### src/design/slps_pkg.sv
// Shared types and constants for the status LED pattern sequencer.
package slps_pkg;

    typedef enum logic [2:0] {
        MODE_BOOT     = 3'd0,
        MODE_ANNOUNCE = 3'd1,
        MODE_REPLACE  = 3'd2,
        MODE_LOW      = 3'd3,
        MODE_LOST     = 3'd4,
        MODE_IDLE     = 3'd5
    } mode_t;

    localparam logic [1:0] LINK_NONE   = 2'd0;
    localparam logic [1:0] LINK_BONDED = 2'd1;
    localparam logic [1:0] LINK_UP     = 2'd2;

    localparam logic [1:0] COL_OFF   = 2'd0;
    localparam logic [1:0] COL_BLUE  = 2'd1;
    localparam logic [1:0] COL_AMBER = 2'd2;
    localparam logic [1:0] COL_GREEN = 2'd3;

    localparam logic [1:0] CFG_SPLIT_PRESENT = 2'd0;
    localparam logic [1:0] CFG_HOST_PRESENT  = 2'd1;
    localparam logic [1:0] CFG_LOW_PCT       = 2'd2;
    localparam logic [1:0] CFG_REPLACE_PCT   = 2'd3;

    localparam logic [14:0] HOLD_ZERO     = 15'd0;
    localparam logic [14:0] HOLD_BOOT     = 15'd3000;
    localparam logic [14:0] HOLD_ANNOUNCE = 15'd1000;
    localparam logic [14:0] HOLD_SLOW     = 15'd250;
    localparam logic [14:0] HOLD_FAST     = 15'd125;
    localparam logic [14:0] HOLD_PULSE    = 15'd120;
    localparam logic [14:0] HOLD_GAP      = 15'd280;
    localparam logic [14:0] HOLD_LOW_REST = 15'd30000;
    localparam logic [14:0] HOLD_REP_REST = 15'd15000;
    localparam logic [14:0] HOLD_IDLE     = 15'd500;

    localparam logic [2:0] PHASES_LOW     = 3'd2;
    localparam logic [2:0] PHASES_REPLACE = 3'd4;

    typedef struct packed {
        logic       split_present;
        logic       host_present;
        logic [6:0] low_pct;
        logic [6:0] replace_pct;
    } cfg_t;

    typedef struct packed {
        logic [1:0] split_state;
        logic [1:0] host_state;
        logic [6:0] charge_percent;
        logic       asleep;
    } item_t;

    typedef struct packed {
        logic [1:0]  rgb_code;
        logic [14:0] hold_ms;
    } result_t;

endpackage

### src/design/status_led_pattern_sequencer.sv
// Status LED pattern sequencer: tick in, LED color and hold time out.
//
// One request on the input channel is one pattern tick: the split and host
// link states, battery charge and sleep flag. Each tick gives exactly one
// result request: an LED color (off, blue, amber, green) and the hold time in
// milliseconds before the next tick should be sent.
// The config channel writes the link-present flags and the two battery
// thresholds; it is always ready and should only be used while idle.
// A tick is captured in the input register and stepped through the pattern
// rule into the result register once the output is free; the result register
// drives out_valid.
// Throughput: one tick per cycle while out_ready stays high; the step rule
// is short combinational logic between the input and result registers.
// Reset: booting state, idle pattern, no pending announcement, both links
// taken as bonded and not connected, thresholds 15 and 5 percent.
// When the receiver stalls, the result register holds its request, the input
// register fills, and in_ready drops until out_ready returns.
module status_led_pattern_sequencer (
    input  logic        clk,
    input  logic        rst_n,
    input  logic        in_valid,
    output logic        in_ready,
    input  logic [1:0]  split_state,
    input  logic [1:0]  host_state,
    input  logic [6:0]  charge_percent,
    input  logic        asleep,
    output logic        out_valid,
    input  logic        out_ready,
    output logic [1:0]  rgb_code,
    output logic [14:0] hold_ms,
    input  logic        cfg_valid,
    output logic        cfg_ready,
    input  logic [1:0]  cfg_index,
    input  logic [6:0]  cfg_data
);
    import slps_pkg::*;

    cfg_t    cfg;
    item_t   item_reg;
    logic    item_valid_reg;
    result_t res_comb;
    result_t res_reg;
    logic    res_valid_reg;
    logic    advance;
    logic    in_fire;

    assign advance  = item_valid_reg && (!res_valid_reg || out_ready);
    assign in_ready = !item_valid_reg || advance;
    assign in_fire  = in_valid && in_ready;

    slps_cfg_regs u_cfg (
        .clk       (clk),
        .rst_n     (rst_n),
        .cfg_valid (cfg_valid),
        .cfg_ready (cfg_ready),
        .cfg_index (cfg_index),
        .cfg_data  (cfg_data),
        .cfg       (cfg)
    );

    slps_step u_step (
        .clk     (clk),
        .rst_n   (rst_n),
        .step_en (advance),
        .cfg     (cfg),
        .item    (item_reg),
        .result  (res_comb)
    );

    always_ff @(posedge clk or negedge rst_n)
    begin
        if (!rst_n)
        begin
            item_valid_reg <= 1'b0;
            res_valid_reg  <= 1'b0;
        end
        else
        begin
            if (in_fire)
                item_valid_reg <= 1'b1;
            else if (advance)
                item_valid_reg <= 1'b0;

            if (advance)
                res_valid_reg <= 1'b1;
            else if (out_ready)
                res_valid_reg <= 1'b0;
        end
    end

    always_ff @(posedge clk)
    begin
        if (in_fire)
        begin
            item_reg.split_state    <= split_state;
            item_reg.host_state     <= host_state;
            item_reg.charge_percent <= charge_percent;
            item_reg.asleep         <= asleep;
        end
        if (advance)
            res_reg <= res_comb;
    end

    assign out_valid = res_valid_reg;
    assign rgb_code  = res_reg.rgb_code;
    assign hold_ms   = res_reg.hold_ms;

endmodule

### src/design/slps_cfg_regs.sv
// Configuration register file: link presence and battery thresholds.
module slps_cfg_regs (
    input  logic             clk,
    input  logic             rst_n,
    input  logic             cfg_valid,
    output logic             cfg_ready,
    input  logic [1:0]       cfg_index,
    input  logic [6:0]       cfg_data,
    output slps_pkg::cfg_t   cfg
);
    import slps_pkg::*;

    cfg_t cfg_reg;
    cfg_t cfg_next;

    assign cfg_ready = 1'b1;
    assign cfg = cfg_reg;

    always_comb
    begin
        cfg_next = cfg_reg;
        if (cfg_valid)
        begin
            case (cfg_index)
                CFG_SPLIT_PRESENT: cfg_next.split_present = cfg_data[0];
                CFG_HOST_PRESENT:  cfg_next.host_present  = cfg_data[0];
                CFG_LOW_PCT:       cfg_next.low_pct       = cfg_data;
                CFG_REPLACE_PCT:   cfg_next.replace_pct   = cfg_data;
                default:           cfg_next = cfg_reg;
            endcase
        end
    end

    always_ff @(posedge clk or negedge rst_n)
    begin
        if (!rst_n)
        begin
            cfg_reg.split_present <= 1'b1;
            cfg_reg.host_present  <= 1'b1;
            cfg_reg.low_pct       <= 7'd15;
            cfg_reg.replace_pct   <= 7'd5;
        end
        else
        begin
            cfg_reg <= cfg_next;
        end
    end

endmodule

### src/design/slps_step.sv
// Pattern state and the per-tick step rule (mode priority, pattern phase, hold time).
module slps_step (
    input  logic              clk,
    input  logic              rst_n,
    input  logic              step_en,
    input  slps_pkg::cfg_t    cfg,
    input  slps_pkg::item_t   item,
    output slps_pkg::result_t result
);
    import slps_pkg::*;

    logic       boot_reg, boot_next;
    mode_t      mode_reg, mode_next;
    logic [2:0] step_reg, step_next;
    logic [1:0] pend_reg, pend_next;
    logic [1:0] last_split_reg, last_split_next;
    logic [1:0] last_host_reg, last_host_next;

    logic [1:0] split_n;
    logic [1:0] host_n;
    logic       split_down;
    logic       host_down;
    logic [1:0] pend_evt;
    mode_t      prio_mode;
    logic [2:0] step0;
    logic       pick_split;
    logic [1:0] lost_state;
    logic [2:0] phases;
    logic [2:0] bat_s;
    logic [2:0] bat_s1;

    // code 3 counts as connected
    assign split_n = item.split_state[1] ? LINK_UP : item.split_state;
    assign host_n  = item.host_state[1]  ? LINK_UP : item.host_state;

    assign split_down = cfg.split_present && (split_n != LINK_UP);
    assign host_down  = cfg.host_present  && (host_n  != LINK_UP);

    // rising connect edge after boot; host wins when both come back together
    always_comb
    begin
        pend_evt = pend_reg;
        if (cfg.split_present && last_split_reg != LINK_UP
            && split_n == LINK_UP && !boot_reg)
            pend_evt = COL_GREEN;
        if (cfg.host_present && last_host_reg != LINK_UP
            && host_n == LINK_UP && !boot_reg)
            pend_evt = COL_BLUE;
    end

    always_comb
    begin
        if (item.asleep)
            prio_mode = MODE_IDLE;
        else if (boot_reg)
            prio_mode = MODE_BOOT;
        else if (item.charge_percent <= cfg.replace_pct)
            prio_mode = MODE_REPLACE;
        else if (item.charge_percent <= cfg.low_pct)
            prio_mode = MODE_LOW;
        else if (split_down || host_down)
            prio_mode = MODE_LOST;
        else
            prio_mode = MODE_IDLE;
    end

    always_comb
    begin
        boot_next       = boot_reg;
        mode_next       = prio_mode;
        pend_next       = pend_evt;
        last_split_next = cfg.split_present ? split_n : last_split_reg;
        last_host_next  = cfg.host_present  ? host_n  : last_host_reg;
        result.rgb_code = COL_OFF;
        result.hold_ms  = HOLD_IDLE;

        if (!item.asleep)
        begin
            if (pend_evt != COL_OFF && prio_mode == MODE_IDLE)
                mode_next = MODE_ANNOUNCE;
            else if (prio_mode != MODE_IDLE)
                pend_next = COL_OFF;
        end

        step0 = (mode_next != mode_reg) ? 3'd0 : step_reg;
        step_next = step0;

        pick_split = (split_down && host_down) ? !step0[1] : split_down;
        lost_state = pick_split ? split_n : host_n;
        phases = (mode_next == MODE_REPLACE) ? PHASES_REPLACE : PHASES_LOW;
        bat_s  = (step0 >= phases) ? 3'd0 : step0;
        bat_s1 = bat_s + 3'd1;

        case (mode_next)
            MODE_BOOT:
            begin
                result.rgb_code = COL_BLUE;
                if (step0 == 3'd0)
                begin
                    step_next      = 3'd1;
                    result.hold_ms = HOLD_BOOT;
                end
                else
                begin
                    boot_next      = 1'b0;
                    result.hold_ms = HOLD_ZERO;
                end
            end
            MODE_ANNOUNCE:
            begin
                result.rgb_code = pend_evt;
                result.hold_ms  = HOLD_ANNOUNCE;
                pend_next       = COL_OFF;
            end
            MODE_LOST:
            begin
                result.rgb_code = step0[0] ? COL_OFF
                                : (pick_split ? COL_GREEN : COL_BLUE);
                result.hold_ms  = (lost_state == LINK_NONE) ? HOLD_FAST : HOLD_SLOW;
                step_next       = {1'b0, step0[1:0] + 2'd1};
            end
            MODE_REPLACE, MODE_LOW:
            begin
                result.rgb_code = bat_s[0] ? COL_OFF : COL_AMBER;
                if (bat_s1 >= phases)
                begin
                    result.hold_ms = (mode_next == MODE_REPLACE) ? HOLD_REP_REST
                                                                 : HOLD_LOW_REST;
                    step_next      = 3'd0;
                end
                else
                begin
                    result.hold_ms = bat_s[0] ? HOLD_GAP : HOLD_PULSE;
                    step_next      = bat_s1;
                end
            end
            default:
            begin
                result.rgb_code = COL_OFF;
                result.hold_ms  = HOLD_IDLE;
            end
        endcase
    end

    always_ff @(posedge clk or negedge rst_n)
    begin
        if (!rst_n)
        begin
            boot_reg       <= 1'b1;
            mode_reg       <= MODE_IDLE;
            step_reg       <= 3'd0;
            pend_reg       <= COL_OFF;
            last_split_reg <= LINK_BONDED;
            last_host_reg  <= LINK_BONDED;
        end
        else if (step_en)
        begin
            boot_reg       <= boot_next;
            mode_reg       <= mode_next;
            step_reg       <= step_next;
            pend_reg       <= pend_next;
            last_split_reg <= last_split_next;
            last_host_reg  <= last_host_next;
        end
    end

endmodule

### config.mk
export PLATFORM = sky130hd
export DESIGN_NAME = status_led_pattern_sequencer
export DESIGN_NICKNAME = d
export VERILOG_FILES = /design/src/design/slps_pkg.sv /design/src/design/status_led_pattern_sequencer.sv /design/src/design/slps_cfg_regs.sv /design/src/design/slps_step.sv
export SDC_FILE = /design/constraint.sdc
export NUM_CORES = 1
export LEC_CHECK = 0
export ABC_AREA = 1
export BUFFER_PORTS_ARGS = -buffer_cell sky130_fd_sc_hd__buf_2
export CELL_PAD_IN_SITES_DETAIL_PLACEMENT = 1
export CELL_PAD_IN_SITES_GLOBAL_PLACEMENT = 1
export CORE_UTILIZATION = 44
export DETAILED_ROUTE_END_ITERATION = 7
export PLACE_DENSITY = 0.82
export RECOVER_POWER = 50
export SETUP_SLACK_MARGIN = 0.1
export SLEW_MARGIN = 20
export SYNTH_ARGS = -nofsm -noshare
export SYNTH_HDL_FRONTEND = slang
export SYNTH_SLANG_ARGS = --single-unit
### constraint.sdc
create_clock -name clk -period 5.9 [get_ports clk]
set_input_delay 0.59 -clock clk [delete_from_list [all_inputs] [get_ports clk]]
set_output_delay 0.59 -clock clk [all_outputs]
set_load 0.01 [all_outputs]
After elaboration in Yosys (flattened, before gate mapping)
Cells that the tools add are included.

word-level totals
  flip-flop bits (word level) = 60
  latch bits = 0
  memory bits (writable) = 0
  ROM bits = 0
  input bits = 26
  logic and storage cells = 111
  memories = 0

operators by class
  add/subtract/negate cells = 2
  multiply operators = 0
  divide/modulo/power cells = 0
  magnitude comparators = 4
  eq/ne operators = 16
  shift operators = 0
  mux-type cells = 36
  bitwise gates (word level) = 1
  reduce and logical (&&, ||, !) cells = 34

operators with widths
  kind                 count
  $pmux 17 s4          1
  $mux 3               11
  $mux 15              2
  $mux 2               12
  $le 7x7->1           2
  $logic_and 1x1->1    12
  $mux 12              1
  $reduce_and 2->1     6
  $mux 9               1
  $pmux 3 s3           1
  $eq 2x2->1 const B   4
  $mux 8               1
  $ne 2x2->1 const B   4
  $eq 3x2->1 const B   2
  $eq 3x3->1 const B   2
  $ge 3x3->1           2
  $logic_not 3->1      2
  $mux 1               6
  $reduce_bool 2->1    3
  $logic_not 1->1      4
  $logic_not 2->1      2
  $add 3x1->3 const B  1
  $eq 3x1->1 const B   1
  $logic_or 1x1->1     3
  other kinds (7)      7

Longest topological paths before layout
  depth in word-level cells = 21
  depth in mapped cells = 33
  gate-level depth less buffers = 33

By module
A second synthesis with hierarchy kept.

second synthesis, totals
  cell total of the unflattened synthesis = 375
  area, all modules = 3393.3 µm²

by module, submodules not included
  module                        times used  cells an instance  area each (µm²)
  slps_step                     1           256                1676.6
  status_led_pattern_sequencer  1           41                 965.9
  slps_cfg_regs                 1           78                 750.7

Least setup slack after synthesis
Ideal clock, no wire load.

  path kind = register to register
  start point = reg u_cfg.cfg_reg (netlist bit u_cfg.cfg[2])
  end point = reg res_reg (netlist bit hold_ms[7]), data pin
  library setup time = 0.263 ns
  arrival = 3.874 ns
  data required time = 5.637 ns
  slack = 1.764 ns
  stages on the path, launching flop included = 31
  period minus slack after synthesis = 4.136 ns
  cell sequence = dfstp_2 inv_1 ha_1 a21oi_1 nand2_1 nand2_1 nand2_1 nand2_1 nor2_2 nand2_2 nand2_4 nand3_4 nand2_4 nand2_4 nand2_4 nand2_4 nand3_2 ha_1 nand2_2 nand3_2 nand2_4 inv_2 nor2_1 ha_1 nand3_1 and2_1 ha_1 a21oi_1 nand2_4 nand2_2 nand3b_1

RTL lines
  item                      RTL line                             text
  start: declaration        slps_cfg_regs.sv:13                  cfg_t cfg_reg;
  start signal: assignment  slps_cfg_regs.sv:45                  cfg_reg <= cfg_next;
  end signal: assignment    status_led_pattern_sequencer.sv:101  res_reg <= res_comb;
  end: declaration          status_led_pattern_sequencer.sv:42   result_t res_reg;

==> load_flow_metrics.sql <==
INSERT INTO impl_metrics (metric_group, metric, value, unit) VALUES
('yosys', 'main_combinational_cell_family_by_area_after_synthesis', 'simple AND/OR/NAND/NOR gates', ''),
('global_route', 'antenna_found_initial', '0', ''),
('die', 'floorplan.initialDensity', '45.9', '%'),
('critical_path', 'regToRegEndpoint', 'hold_ms[7]$_DFFE_PP_', ''),
('timing', 'max_freq', '205', 'MHz'),
('global_route', 'use_met1', '27.2', '%'),
('critical_path', 'worst_setup_path_category', 'flop to flop', ''),
('yosys', 'synth_edf_count', '27', ''),
('drt', 'drtAntennaViolNets', '0', ''),
('outcome', 'violations', 'capacitance limit, slew limit', ''),
('timing', 'finalCritPeriodShare', '82.6', '%'),
('yosys', 'netlist_area', '3150', 'um2'),
('critical_path', 'startpoint_of_the_worst_register_to_register_path', 'u_cfg.cfg[9]$_DFFE_PN1P_', ''),
('global_route', 'grt_pass1_vias', '2416', ''),
('die', 'ios', '46', ''),
('global_route', 'grt_overflow_total', '0', ''),
('critical_path', 'critical_path.max_stage_delay', '530', 'ps'),
('global_route', 'globalRouteMet2Util', '32.9', '%'),
('critical_path', 'critical_path_buf_inv_count', '2', ''),
('yosys', 'synthCells', '338', ''),
('layout', 'nNetsFinal', '431', ''),
('timing', 'timing.final.setup_violations', '0', ''),
('yosys', 'async_reset_ff_share', '53.4', '%'),
('placed_design', 'placement.io_buffers', '44', ''),
('power', 'power_leakage', '1.73', 'nW'),
('die', 'fp.dieW', '86.7', 'um'),
('critical_path', 'cp-start-kind', 'flop', ''),
('die', 'coreArea', '6870', 'um2'),
('power', 'power_density', '372', 'nW/um2'),
('die', 'num_rows', '30', ''),
('yosys', 'sequential_to_total_area_share_from_yosys_stat', '50.8', '%'),
('critical_path', 'crit_path_end_kind', 'flop', ''),
('timing', 'max_slew_margin', '-13.0', '%'),
('yosys', 'synth.distinct_cells', '37', ''),
('power', 'totalPowerFinal', '0.00135', 'W'),
('run', 'timing.max_cap.violations', '1', ''),
('timing', 'clock_skew', '8.82', 'ps'),
('yosys', 'synth-adder-area-share', '7.54', '%'),
('die', 'floorplan.die_area', '7510', 'um2'),
('timing', 'hold_ws', '422', 'ps'),
('global_route', 'global_route_wire_length_before_repair', '11600', 'um'),
('layout', 'post-route-cell-area', '3630', 'um2'),
('critical_path', 'r2r_slack', '1030', 'ps'),
('placed_design', 'gpl.final_weighted_congestion', '0.821', ''),
('yosys', 'portion_of_synthesized_cell_area_occupied_by_the_leading_cell_type', '25.7', '%'),
('clock_tree', 'cts.repair_timing.setup_buffer_count', '0', ''),
('clock_tree', 'clk_transition_reported_paths', '70', 'ps'),
('critical_path', 'cp_data_required_time', '5970', 'ps'),
('drt', 'post_detailed_route_drc_marker_count', '0', ''),
('critical_path', 'critical_path.slowest_cell', 'sky130_fd_sc_hd__dfstp_2', ''),
('drt', 'totalWireLength', '6890', 'um'),
('global_route', 'grtUsageTotal', '20.3', '%'),
('clock_tree', 'tritoncts.num_buffers', '9', ''),
('timing', 'worst_pin_slew', '1700', 'ps'),
('yosys', 'synth-xor-area-share', '0.555', '%'),
('timing', 'timing.setup.tns', '0', 'ps'),
('outcome', 'status', 'complete, but fails checks', ''),
('yosys', 'synth_top_flop_cell', 'sky130_fd_sc_hd__edfxtp_1', ''),
('timing', 'worst_slack', '1030', 'ps'),
('yosys', 'synth-warning-count', '0', ''),
('global_route', 'grt-busiest-layer', 'met2', ''),
('layout', 'synthToLayoutAreaGrowth', '15.0', '%'),
('timing', 'slew_viol_final', '32', ''),
('yosys', 'synth.net_count', '383', ''),
('critical_path', 'family_with_the_most_delay_on_the_worst_path', 'simple AND/OR/NAND/NOR gates', ''),
('power', 'peakVddDrop', '0.141', 'mV'),
('layout', 'largest_reg_flops', '16', ''),
('drt', 'detailedRoute.firstIterationViolations', '90', ''),
('critical_path', 'critPathMaxFanout', '12', ''),
('critical_path', 'worstRegToRegCells', '28', ''),
('die', 'floorplan.die.height', '86.7', 'um');
==> through the flow <==
step / std cells / utilization, %
after floorplan: 338 / -
after global placement: 471 / 50.3
after detailed placement: 471 / 50.3
after CTS: 487 / 53.0
after global routing: 487 / 52.8
final: 487 / 52.8
==> how the worst max path moves through the flow <==
stage	from	slack [ps]	endpoint
after floorplan	u_cfg.cfg[2]$_DFFE_PN1P_	1760	hold_ms[7]$_DFFE_PP_
after global placement	u_cfg.cfg[2]$_DFFE_PN1P_	1380	hold_ms[7]$_DFFE_PP_
after detailed placement	u_cfg.cfg[9]$_DFFE_PN1P_	1130	hold_ms[7]$_DFFE_PP_
after CTS	u_cfg.cfg[9]$_DFFE_PN1P_	1010	hold_ms[7]$_DFFE_PP_
after global routing	u_cfg.cfg[9]$_DFFE_PN1P_	640	hold_ms[7]$_DFFE_PP_
final	u_cfg.cfg[9]$_DFFE_PN1P_	1030	hold_ms[7]$_DFFE_PP_
==> cell usage in the layout, fill, tap and decap left out, types with 2 or more instances in the layout <==
cell type                  Yosys  final
sky130_fd_sc_hd__nand3_2       5      5
sky130_fd_sc_hd__nor2_4        2      2
sky130_fd_sc_hd__inv_1        54     54
sky130_fd_sc_hd__nor3_2        2      2
sky130_fd_sc_hd__a31oi_1       3      3
sky130_fd_sc_hd__nand3_4       2      2
sky130_fd_sc_hd__buf_2         0     37
sky130_fd_sc_hd__inv_2         2      2
sky130_fd_sc_hd__nand3_1      16     16
sky130_fd_sc_hd__clkbuf_1      3     10
sky130_fd_sc_hd__nand2_4       7      7
sky130_fd_sc_hd__nor2_1       26     26
sky130_fd_sc_hd__nand2_1      67     67
sky130_fd_sc_hd__ha_1         19     19
sky130_fd_sc_hd__dfstp_2      13     13
sky130_fd_sc_hd__nand3b_1      2      2
sky130_fd_sc_hd__nor3_1        3      3
sky130_fd_sc_hd__dfrtp_1      18     18
sky130_fd_sc_hd__o21ai_0      25     25
sky130_fd_sc_hd__edfxtp_1     27     27
sky130_fd_sc_hd__a21oi_1      10     10
sky130_fd_sc_hd__clkinv_2      0      2
sky130_fd_sc_hd__nand4_1       6      6
sky130_fd_sc_hd__nor2_2        2      2
sky130_fd_sc_hd__nand2_2       5      5
sky130_fd_sc_hd__clkbuf_8      0     10
sky130_fd_sc_hd__a22o_1        2      2
sky130_fd_sc_hd__o21ai_1       2      2
==> metal layers <==
| layer | vias to the layer above | share of wire [%] |
|---|---|---|
| met1 | 1169 | 47 |
| li1 | 1204 | - |
| met2 | 50 | 47 |
| met4 | 0 | 1.7 |
| met3 | 11 | 3.6 |
| met5 | - | 0 |
==> synth_stat cells, types with 2 or more instances <==
cell type / number
sky130_fd_sc_hd__edfxtp_1: 27
sky130_fd_sc_hd__nand3_1: 16
sky130_fd_sc_hd__inv_1: 54
sky130_fd_sc_hd__nand3_4: 2
sky130_fd_sc_hd__a21oi_1: 10
sky130_fd_sc_hd__o21ai_1: 2
sky130_fd_sc_hd__buf_4: 4
sky130_fd_sc_hd__dfstp_2: 13
sky130_fd_sc_hd__nor2_1: 26
sky130_fd_sc_hd__nand2_2: 5
sky130_fd_sc_hd__nand3_2: 5
sky130_fd_sc_hd__nor2_2: 2
sky130_fd_sc_hd__inv_2: 2
sky130_fd_sc_hd__nor3_1: 3
sky130_fd_sc_hd__dfrtp_1: 18
sky130_fd_sc_hd__clkbuf_1: 3
sky130_fd_sc_hd__o21ai_0: 25
sky130_fd_sc_hd__nand3b_1: 2
sky130_fd_sc_hd__a22o_1: 2
sky130_fd_sc_hd__nand2_1: 67
sky130_fd_sc_hd__nand4_1: 6
sky130_fd_sc_hd__a31oi_1: 3
sky130_fd_sc_hd__nand2_4: 7
sky130_fd_sc_hd__nor3_2: 2
sky130_fd_sc_hd__nor2_4: 2
sky130_fd_sc_hd__ha_1: 19
==> power breakdown <==
| part | internal (W) | total (W) | switching (W) |
|---|---|---|---|
| sequential | 0.000528 | 0.000569 | 0.0000420 |
| combinational | 0.000151 | 0.000440 | 0.000288 |
| clock | 0.000189 | 0.000342 | 0.000153 |
==> kinds of logic after synthesis <==
group | after synthesis
AOI/OAI and AO/OA | 46
xor gates and xnor gates | 2
adders and majority gates | 19
buffers and inverters | 63
DFF | 58
other | 1
and+or+nand+nor | 149
==> final cells by class <==
type                       instances  area, um2
tap                               96        120
sequential                        58       1600
clock buffer                      14        174
multi-input combinational        217       1300
clock inverter                     2       10.0
inverter                          56        210
timing repair buffer              44        211
fill                             826       3240
No activity file was read; power rests on OpenSTA's default activity.
